## src/rtl/drct_pkg.sv

```systemverilog
package drct_pkg;

    // Sentinels for empty digit history
    localparam logic [3:0] NO_DIGIT = 4'd10;
    localparam logic [6:0] NO_PAIR  = 7'd100;
    localparam logic [4:0] RUN_CAP  = 5'd16;

    // Byte classes kept for the most recent non-digit byte
    localparam logic [3:0] KIND_NUL     = 4'd0;
    localparam logic [3:0] KIND_SPACE   = 4'd1;
    localparam logic [3:0] KIND_LOWER   = 4'd2;
    localparam logic [3:0] KIND_UPPER   = 4'd3;
    localparam logic [3:0] KIND_DIGIT   = 4'd4;
    localparam logic [3:0] KIND_EQUAL   = 4'd5;
    localparam logic [3:0] KIND_ANGLE   = 4'd6;
    localparam logic [3:0] KIND_SIGN    = 4'd7;
    localparam logic [3:0] KIND_SLASH   = 4'd8;
    localparam logic [3:0] KIND_PUNCT   = 4'd9;
    localparam logic [3:0] KIND_COLON   = 4'd10;
    localparam logic [3:0] KIND_OPEN    = 4'd11;
    localparam logic [3:0] KIND_CLOSE   = 4'd12;
    localparam logic [3:0] KIND_QUOTE   = 4'd13;
    localparam logic [3:0] KIND_CONTROL = 4'd14;
    localparam logic [3:0] KIND_OTHER   = 4'd15;

    // Tracker state, passed between the update logic and the encoder
    typedef struct packed {
        logic       in_run;
        logic [4:0] run_count;
        logic [3:0] last_digit;
        logic [6:0] last_pair;
        logic [3:0] left_kind;
    } t_state;

    localparam t_state STATE_RESET = '{
        in_run:     1'b0,
        run_count:  5'd0,
        last_digit: NO_DIGIT,
        last_pair:  NO_PAIR,
        left_kind:  KIND_NUL
    };

    function automatic logic is_digit(input logic [7:0] b);
        return (b >= 8'h30) && (b <= 8'h39);
    endfunction

    // 16-way byte class
    function automatic logic [3:0] class_of(input logic [7:0] b);
        logic [3:0] k;
        priority if (b == 8'h00)                                   k = KIND_NUL;
        else if (b == 8'h20 || b == 8'h09 || b == 8'h0D || b == 8'h0A)
                                                                   k = KIND_SPACE;
        else if (b >= 8'h61 && b <= 8'h7A)                         k = KIND_LOWER;
        else if (b >= 8'h41 && b <= 8'h5A)                         k = KIND_UPPER;
        else if (b >= 8'h30 && b <= 8'h39)                         k = KIND_DIGIT;
        else if (b == 8'h3D)                                       k = KIND_EQUAL;
        else if (b == 8'h3C || b == 8'h3E)                         k = KIND_ANGLE;
        else if (b == 8'h2B || b == 8'h2D)                         k = KIND_SIGN;
        else if (b == 8'h2F || b == 8'h5C)                         k = KIND_SLASH;
        else if (b == 8'h2E || b == 8'h2C)                         k = KIND_PUNCT;
        else if (b == 8'h3A || b == 8'h3B)                         k = KIND_COLON;
        else if (b == 8'h28 || b == 8'h5B || b == 8'h7B)           k = KIND_OPEN;
        else if (b == 8'h29 || b == 8'h5D || b == 8'h7D)           k = KIND_CLOSE;
        else if (b == 8'h27 || b == 8'h22)                         k = KIND_QUOTE;
        else if (b < 8'h20 || b == 8'h7F)                          k = KIND_CONTROL;
        else                                                       k = KIND_OTHER;
        return k;
    endfunction

    // Run length bucket: 0..5 direct, then 6-7, 8-9, 10-15, 16
    function automatic logic [3:0] bucket_of(input logic [4:0] n);
        logic [3:0] bk;
        priority if (n <= 5'd5) bk = n[3:0];
        else if (n <= 5'd7)     bk = 4'd6;
        else if (n <= 5'd9)     bk = 4'd7;
        else if (n <= 5'd15)    bk = 4'd8;
        else                    bk = 4'd9;
        return bk;
    endfunction

endpackage

```

## src/rtl/digit_run_context_tracker_core.sv

```systemverilog
// Digit run context tracker.
// Input channel: i_valid / o_ready with i_byte_in, one byte per item.
// Output channel: o_valid / i_ready with o_context_value, one context per byte.
// Each accepted byte updates the run state (run flag, run length, last digit,
// last digit pair, class of last non-digit byte) in the same cycle; the state
// register doubles as the stage holding that byte's snapshot.
// The snapshot is encoded into the output register when the state stage moves.
// Throughput: 1 item per cycle while the receiver keeps i_ready high, set by
// the state update loop through the state register.
// The state stage advances whenever the output register is empty or being
// taken, so a stalled receiver backs up through o_ready after two items.
// Reset (synchronous, i_rst_n low): run flag and length cleared, digit and
// pair set to "none", class set to NUL, both stages emptied.
module digit_run_context_tracker_core (
    input  logic        i_clk,
    input  logic        i_rst_n,
    input  logic        i_valid,
    output logic        o_ready,
    input  logic [7:0]  i_byte_in,
    output logic        o_valid,
    input  logic        i_ready,
    output logic [18:0] o_context_value
);

    drct_pkg::t_state r_state, n_state;
    logic             r_s1_valid;
    logic             r_out_valid;
    logic [18:0]      r_context;
    logic [18:0]      w_context;
    logic             w_in_fire;
    logic             w_s1_move;

    // Stage handshake
    assign w_s1_move = r_s1_valid && (!r_out_valid || i_ready);
    assign o_ready   = !r_s1_valid || w_s1_move;
    assign w_in_fire = i_valid && o_ready;

    drct_update u_update (
        .i_byte  (i_byte_in),
        .i_state (r_state),
        .o_state (n_state)
    );

    drct_encode u_encode (
        .i_state   (r_state),
        .o_context (w_context)
    );

    // State update and snapshot stage
    always_ff @(posedge i_clk) begin
        if (!i_rst_n) begin
            r_state    <= drct_pkg::STATE_RESET;
            r_s1_valid <= 1'b0;
        end else begin
            if (w_in_fire) begin
                r_state <= n_state;
            end
            if (w_in_fire) begin
                r_s1_valid <= 1'b1;
            end else if (w_s1_move) begin
                r_s1_valid <= 1'b0;
            end
        end
    end

    // Output register
    always_ff @(posedge i_clk) begin
        if (!i_rst_n) begin
            r_out_valid <= 1'b0;
        end else if (w_s1_move) begin
            r_out_valid <= 1'b1;
        end else if (i_ready) begin
            r_out_valid <= 1'b0;
        end
    end

    always_ff @(posedge i_clk) begin
        if (w_s1_move) begin
            r_context <= w_context;
        end
    end

    assign o_valid         = r_out_valid;
    assign o_context_value = r_context;

endmodule

```

## src/rtl/drct_update.sv

```systemverilog
module drct_update (
    input  logic [7:0]      i_byte,
    input  drct_pkg::t_state i_state,
    output drct_pkg::t_state o_state
);

    logic [3:0] w_digit;
    logic [6:0] w_pair;

    assign w_digit = i_byte[3:0] - 4'd0;
    // previous digit is always 0..9 inside a run, so the pair stays below 100
    assign w_pair  = 7'(i_state.last_digit) * 7'd10 + 7'(w_digit);

    // Next state for one byte
    always_comb begin
        o_state = i_state;
        if (drct_pkg::is_digit(i_byte)) begin
            if (!i_state.in_run) begin
                o_state.in_run     = 1'b1;
                o_state.run_count  = 5'd1;
                o_state.last_digit = w_digit;
                o_state.last_pair  = 7'(w_digit);
            end else begin
                if (i_state.run_count < drct_pkg::RUN_CAP) begin
                    o_state.run_count = i_state.run_count + 5'd1;
                end
                o_state.last_pair  = w_pair;
                o_state.last_digit = w_digit;
            end
        end else begin
            o_state.in_run     = 1'b0;
            o_state.run_count  = 5'd0;
            o_state.last_digit = drct_pkg::NO_DIGIT;
            o_state.last_pair  = drct_pkg::NO_PAIR;
            o_state.left_kind  = drct_pkg::class_of(i_byte);
        end
    end

endmodule

```

## src/rtl/drct_encode.sv

```systemverilog
module drct_encode (
    input  drct_pkg::t_state i_state,
    output logic [18:0]      o_context
);

    logic [4:0]  w_run_bucket;
    logic [7:0]  w_with_digit;
    logic [14:0] w_with_pair;

    // Mixed radix 2 x 10 x 11 x 101 x 16, constant multiplies only
    assign w_run_bucket = 5'(i_state.in_run) * 5'd10
                        + 5'(drct_pkg::bucket_of(i_state.run_count));
    assign w_with_digit = 8'(w_run_bucket) * 8'd11 + 8'(i_state.last_digit);
    assign w_with_pair  = 15'(w_with_digit) * 15'd101 + 15'(i_state.last_pair);
    assign o_context    = {w_with_pair, i_state.left_kind};

endmodule
```

## config.mk

```make
export PLATFORM = sky130hd
export DESIGN_NAME = digit_run_context_tracker_core
export DESIGN_NICKNAME = d
export VERILOG_FILES = /design/src/rtl/drct_pkg.sv /design/src/rtl/digit_run_context_tracker_core.sv /design/src/rtl/drct_update.sv /design/src/rtl/drct_encode.sv
export SDC_FILE = /design/constraint.sdc
export NUM_CORES = 1
export LEC_CHECK = 0
export BUFFER_PORTS_ARGS = -buffer_cell sky130_fd_sc_hd__buf_2
export CAP_MARGIN = 10
export CORE_ASPECT_RATIO = 2
export CORE_MARGIN = 1.5
export CORE_UTILIZATION = 57
export CTS_CLUSTER_SIZE = 10
export DETAILED_ROUTE_END_ITERATION = 16
export GPL_ROUTABILITY_DRIVEN = 0
export PLACE_DENSITY = 0.76
export SKIP_CTS_REPAIR_TIMING = 1
export SYNTH_ARGS = -nofsm -noshare
export SYNTH_HDL_FRONTEND = slang
export SYNTH_SLANG_ARGS = --single-unit
export TNS_END_PERCENT = 10
```

## constraint.sdc

```tcl
create_clock -name i_clk -period 8.1 [get_ports i_clk]
set_input_delay 1.62 -clock i_clk [delete_from_list [all_inputs] [get_ports i_clk]]
set_output_delay 1.62 -clock i_clk [all_outputs]
set_load 0.03 [all_outputs]
```

==> qor.yml, run 1 <==
syn_nets: 551
finalMaxSlewViolations: 0
p_leak_nw: 2.19
htreeDepth: 2
critPathKind: "flop to flop"
grt_max_degree: 23
power.density_mw_per_mm2: 249
wl_met3_um: 191
rows: 43
drt_iter0_markers: 189
drtAntennaViolNets: 0
antenna_cells: 0
fin_crit_sh: 0.877
timing.final.crit_period_ns: 7.11
p_seq_frac: 0.257
met2WireLength_um: 5370
postSynthCellCount: 442
cpMostUsedCell: "ha_1"
ir_worst_vdd_uv: 115
cts-root-buf: "clkbuf_16"
async_reset_ff_frac: 0
fin_skew_ns: 0.00435
clkPwrFrac: 0.181
die_area_mm2: 0.00777
fin_setup_tns_ns: 0
pwr-share-comb: 0.563
multi_input_area_mm2: 0.00281
cts_made_buffers: 5
setup_violations: 0
die_y_um: 123
slowest_stage: "fa_1"
clkLatencyLatePin_ns: 0.29
power_mw: 1.11
finalHoldViolCount: 0
clk_pin_slew_ns: 0.06
dp_slack_ns: 1.01
synth_top_cell_area_share: 0.243
synth_edf_count: 19
hpwl_um: 7160
status: "finished clean"
grt_usage: 0.247
drtPass1Iterations: 4
final_core_util: 0.643
path_max_fanout: 6
syn_avg_cell_area_um2: 9.31
ff2ff_setup_slack_ns: 0.99
p_sw_mw: 0.470
port_buffers: 32
arrival_ns: 7.14
path_buf_inv: 6
cts_tree: "yes"
nNetsFinal: 576
fin_area_mm2: 0.00446
start_kind: "flop"
layout-drive-gt1-share: 0.109
whs_ns: 0.440
yosys_warnings: 0
highest_layer: "met4"
ys_types: 58
area_growth_pct: 8.45
grt_pass1_vias: 3404
final_cells: 558
rsz0062_at_grt: "no"
max_freq_mhz: 141
relSlewSlack: 0.567
synthTopCellsByCount: "80 x ha_1, 56 x inv_1, 35 x nand2_1"
ys_seq_area_frac: 0.246
internal-power_mw: 0.642
wl_per_cell_um: 15.8
gr-total-overflow: 0
fp.dieW_um: 63.1
path_delay_family: "adder cells"
syn_area_mm2: 0.00412
tightest_slew_ns: 0.633
cp.required_ns: 8.13
hp-class: "flop to flop"
timing.final.ws_setup_ns: 0.995
dr_total_vias: 3276
regArea_mm2: 0.00101
antenna_found_initial: 0
remaining_drc_errors: 0
ys.flop_type: "dfxtp_1"
start_util: 0.593
drv_cap: 0
grt_pass1_wl_um: 15100
critPathCaptureType: "flop"
fillers: 584
io_pins: 33
yosys_register_bits: 41
wl_met1_um: 2970
synth_top_cells_by_area: "ha_1 24%, edfxtp_1 14%, dfxtp_1 11%"
place_area_mm2: 0.00432
yosysMostFrequentCell: "ha_1"
max_stage_delay_ns: 0.55
synth_largest_area_cell: "ha_1"
cts_num_sinks: 41
cts_buffer_depth: 2
p_sw_frac: 0.423
viasPerCell: 5.87
dp_cells: 550
core_area_mm2: 0.00694
wl_um: 8840
[metal layers]
metal / up-vias / track usage
met5: - / 0
met4: 0 / 0.121
met3: 16 / 0.0246
met2: 74 / 0.520
met1: 1576 / 0.225
li1: 1610 / -
[cell families after synthesis]
logic type / after synthesis / synth area share
mux: 1 / 0.00243
compound gates: 107 / 0.175
flops: 41 / 0.246
fa+ha+maj: 97 / 0.326
buf+inv: 72 / 0.0711
simple gates: 96 / 0.120
xor+xnor: 28 / 0.0596
[cell type report]
cell class	instances	share of cell area
flip-flops and latches	41	0.226
multi-input cells	329	0.630
repair buffers	34	0.0392
well taps	90	0.0252
inverters	56	0.0471
clock inverters	2	0.00308
clock buffers	6	0.0289
[cells in the final DEF, fill, tap and decap left out, drive strengths merged, types with 2 or more instances in the layout]
| master | netlist | routed |
|---|---|---|
| a2111oi | 2 | 2 |
| a211o | 3 | 3 |
| a211oi | 3 | 3 |
| a21boi | 7 | 7 |
| a21o | 4 | 4 |
| a21oi | 31 | 31 |
| a22oi | 2 | 2 |
| a31oi | 5 | 5 |
| and3 | 3 | 3 |
| buf | 8 | 34 |
| clkbuf | 8 | 6 |
| dfxtp | 22 | 22 |
| edfxtp | 19 | 19 |
| fa | 17 | 17 |
| ha | 80 | 80 |
| inv | 56 | 57 |
| nand2 | 35 | 35 |
| nand2b | 4 | 4 |
| nand3 | 5 | 5 |
| nand3b | 3 | 3 |
| nor2 | 15 | 15 |
| nor2b | 7 | 7 |
| nor3 | 7 | 7 |
| nor3b | 2 | 2 |
| nor4 | 2 | 2 |
| o2111ai | 2 | 2 |
| o211ai | 10 | 10 |
| o21a | 3 | 3 |
| o21ai | 19 | 19 |
| o21bai | 5 | 5 |
| o221a | 2 | 2 |
| o22ai | 3 | 3 |
| o311ai | 2 | 2 |
| or3 | 2 | 2 |
| or3b | 2 | 2 |
| xnor2 | 18 | 18 |
| xor2 | 10 | 10 |
[sequential cells by signal, indices dropped and copies added (netlist names)]
register / cells
o_context_value: 19
o_valid: 1
r_s1_valid: 1
r_state: 20
[power groups by stage]
| stage | sequential, mW | clock (mW) | combinational [mW] |
|---|---|---|---|
| floorplan | 0.341 | 0 | 0.426 |
| global placement | 0.290 | 0 | 0.586 |
| detailed placement | 0.290 | 0 | 0.615 |
| CTS | 0.286 | 0.202 | 0.621 |
| global route | 0.288 | 0.209 | 0.692 |
| finish | 0.285 | 0.201 | 0.626 |
[path summary, 6_finish.rpt]
path | end | cells past startpoint | start
worst max-delay path | o_context_value[17]$_DFFE_PP_ | 29 | r_state[16]$_SDFFE_PN0P_
worst min-delay path | o_context_value[0]$_DFFE_PP_ | 0 | r_state[0]$_SDFFE_PN0P_
worst max register to register | o_context_value[17]$_DFFE_PP_ | 29 | r_state[16]$_SDFFE_PN0P_
worst min register to register | o_context_value[0]$_DFFE_PP_ | 0 | r_state[0]$_SDFFE_PN0P_
Power figures use the tool's default switching activity.
==> inputs of run 2 (changes only) <==
CORE_MARGIN = 2   (was 1.5)
==> run 2 against run 1 <==
Compared with the run above: worst setup slack got worse by 0.0038 ns; critical path type unchanged; non-clock buffer count unchanged; clock power about the same; first-iteration DRC count decreased by 54%; clock skew increased by 0.0025 ns; largest power group unchanged; critical endpoint unchanged; sequential power about the same; critical path depth unchanged; sequential share of layout area about the same; combinational power decreased by 2%; worst hold slack about the same; highest routed layer unchanged.
==> qor.yml, run 2 (synthesized netlist as in run 1, its figures left out) <==
arrival_ns: 7.13  # was 7.14 ns
remaining_drc_errors: 0  # unchanged
rows: 43  # unchanged
p_leak_nw: 2.19  # about the same
setup_violations: 0  # unchanged
rsz0062_at_grt: "no"  # unchanged
largest_register: "r_state"  # unchanged
cp.required_ns: 8.12  # was 8.13 ns
whs_ns: 0.440  # about the same
grt_usage: 0.231  # was 0.247
critPathKind: "flop to flop"  # unchanged
pwr-share-comb: 0.558  # was 0.563
largest_reg_flops: 20  # unchanged
critPathCaptureType: "flop"  # unchanged
fillers: 577  # was 584
final_core_util: 0.644  # was 0.643
reg2reg_to: "o_context_value[17]$_DFFE_PP_"  # unchanged
antenna_cells: 0  # unchanged
grt_pass1_wl_um: 14400  # was 15100 um
final_cell_mix: "80 x ha_1, 56 x inv_1, 35 x nand2_1"  # unchanged
wl_um: 8560  # was 8840 um
cts_tree: "yes"  # unchanged
io_pins: 33  # unchanged
power.density_mw_per_mm2: 246  # was 249 mW/mm2
tightest_slew_ns: 0.647  # was 0.633 ns
cts_made_buffers: 5  # unchanged
cpMostUsedCell: "ha_1"  # unchanged
fp.dieW_um: 64.1  # was 63.1 um
die_y_um: 124  # was 123 um
drt_iter0_markers: 87  # was 189
max_stage_delay_ns: 0.54  # was 0.55 ns
hpwl_um: 7020  # was 7160 um
startpoint: "r_state[16]$_SDFFE_PN0P_"  # unchanged
antenna_found_initial: 0  # unchanged
cts_buffer_depth: 2  # unchanged
gr-total-overflow: 0  # unchanged
p_seq_frac: 0.259  # was 0.257
hold_path_end: "o_context_value[3]$_DFFE_PP_"  # was o_context_value[0]$_DFFE_PP_
clk_pin_slew_ns: 0.06  # about the same
fin_crit_sh: 0.878  # was 0.877
hp-class: "flop to flop"  # unchanged
fin_setup_tns_ns: 0  # unchanged
timing.final.ws_setup_ns: 0.991  # was 0.995 ns
dr_total_vias: 3274  # was 3276
slowest_stage: "fa_1"  # unchanged
viasPerCell: 5.87  # about the same
worstHoldStart: "r_state[3]$_SDFFE_PN0P_"  # was r_state[0]$_SDFFE_PN0P_
wl_per_cell_um: 15.3  # was 15.8 um
max_freq_mhz: 141  # about the same
ff2ff_path_depth: 29  # unchanged
p_sw_frac: 0.420  # was 0.423
relSlewSlack: 0.568  # was 0.567
final_common_cell: "ha_1"  # unchanged
htreeDepth: 2  # unchanged
drtPass1Iterations: 8  # was 4
dp_slack_ns: 0.991  # was 1.01 ns
finalMaxSlewViolations: 0  # unchanged
clkPwrFrac: 0.183  # was 0.181
port_buffers: 32  # unchanged
nNetsFinal: 576  # unchanged
drtAntennaViolNets: 0  # unchanged
cts-root-buf: "clkbuf_16"  # unchanged
cts_num_sinks: 41  # unchanged
rr_startpoint: "r_state[16]$_SDFFE_PN0P_"  # unchanged
die_area_mm2: 0.00796  # was 0.00777 mm2
fin_skew_ns: 0.00683  # was 0.00435 ns
hold_depth: 0  # unchanged
internal-power_mw: 0.639  # was 0.642 mW
clkLatencyLatePin_ns: 0.29  # about the same
core_area_mm2: 0.00694  # unchanged
p_sw_mw: 0.462  # was 0.470 mW
layout-drive-gt1-share: 0.111  # was 0.109
ir_worst_vdd_uv: 121  # was 115 uV
start_util: 0.593  # unchanged
drv_cap: 0  # unchanged
grt_max_degree: 23  # unchanged
start_kind: "flop"  # unchanged
area_growth_pct: 8.54  # was 8.45%
path_max_fanout: 6  # unchanged
finalHoldViolCount: 0  # unchanged
timing.final.crit_period_ns: 7.11  # about the same
status: "finished clean"  # unchanged
grt_pass1_vias: 3288  # was 3404
ff2ff_setup_slack_ns: 0.99  # about the same
[run 2: how the worst max path moves through the flow]
stage                               endpoint  cells after the start
2_1_floorplan  o_context_value[17]$_DFFE_PP_                     28
3_3_place_gp   o_context_value[17]$_DFFE_PP_                     29
3_5_place_dp   o_context_value[17]$_DFFE_PP_                     29
4_1_cts        o_context_value[17]$_DFFE_PP_                     29
5_1_grt        o_context_value[17]$_DFFE_PP_                     29
6_report       o_context_value[17]$_DFFE_PP_                     29
[run 2: final cells by class]
| type | count | area (um2) | share of cell area |
|---|---|---|---|
| Inverter | 56 | 210 | 0.0470 |
| Clock buffer | 5 | 125 | 0.0280 |
| Sequential cell | 41 | 1010 | 0.226 |
| Multi-Input combinational cell | 329 | 2810 | 0.630 |
| Tap cell | 90 | 113 | 0.0252 |
| Timing Repair Buffer | 34 | 175 | 0.0392 |
| Clock inverter | 3 | 21.3 | 0.00476 |
[run 2: critical path: cells and delay by family (launching register included)]
kind	cells	cell delay, ns
AND/OR/NAND/NOR	2	0.26
AO/OA/AOI/OAI	7	1.26
adder cells (fa/ha/maj)	11	3.63
buffers and inverters	6	0.42
XOR/XNOR	3	0.83
flip-flops	1	0.41
[run 2: per-layer routing]
metal,vias up,part of all wire,track usage
li1,1619,-,-
met1,1566,0.34,0.207
met2,67,0.60,0.487
met3,22,0.021,0.0208
met4,0,0.037,0.120
met5,-,0,0
[run 2: metrics by stage]
step | cell area, um2 | power, mW | instances
3_5_place_dp | 4320 | 0.898 | 550
3_3_place_gp | 4320 | 0.876 | 550
4_1_cts | 4470 | 1.10 | 558
6_report | 4470 | 1.10 | 558
5_1_grt | 4470 | 1.19 | 558
2_1_floorplan | 4120 | 0.767 | 442
[run 2: power by group through the flow]
stage / Combinational, mW / Clock, mW / Sequential, mW
floorplan: 0.426 / 0 / 0.341
global placement: 0.586 / 0 / 0.290
detailed placement: 0.608 / 0 / 0.290
CTS: 0.614 / 0.205 / 0.286
global route: 0.690 / 0.213 / 0.288
finish: 0.614 / 0.201 / 0.285
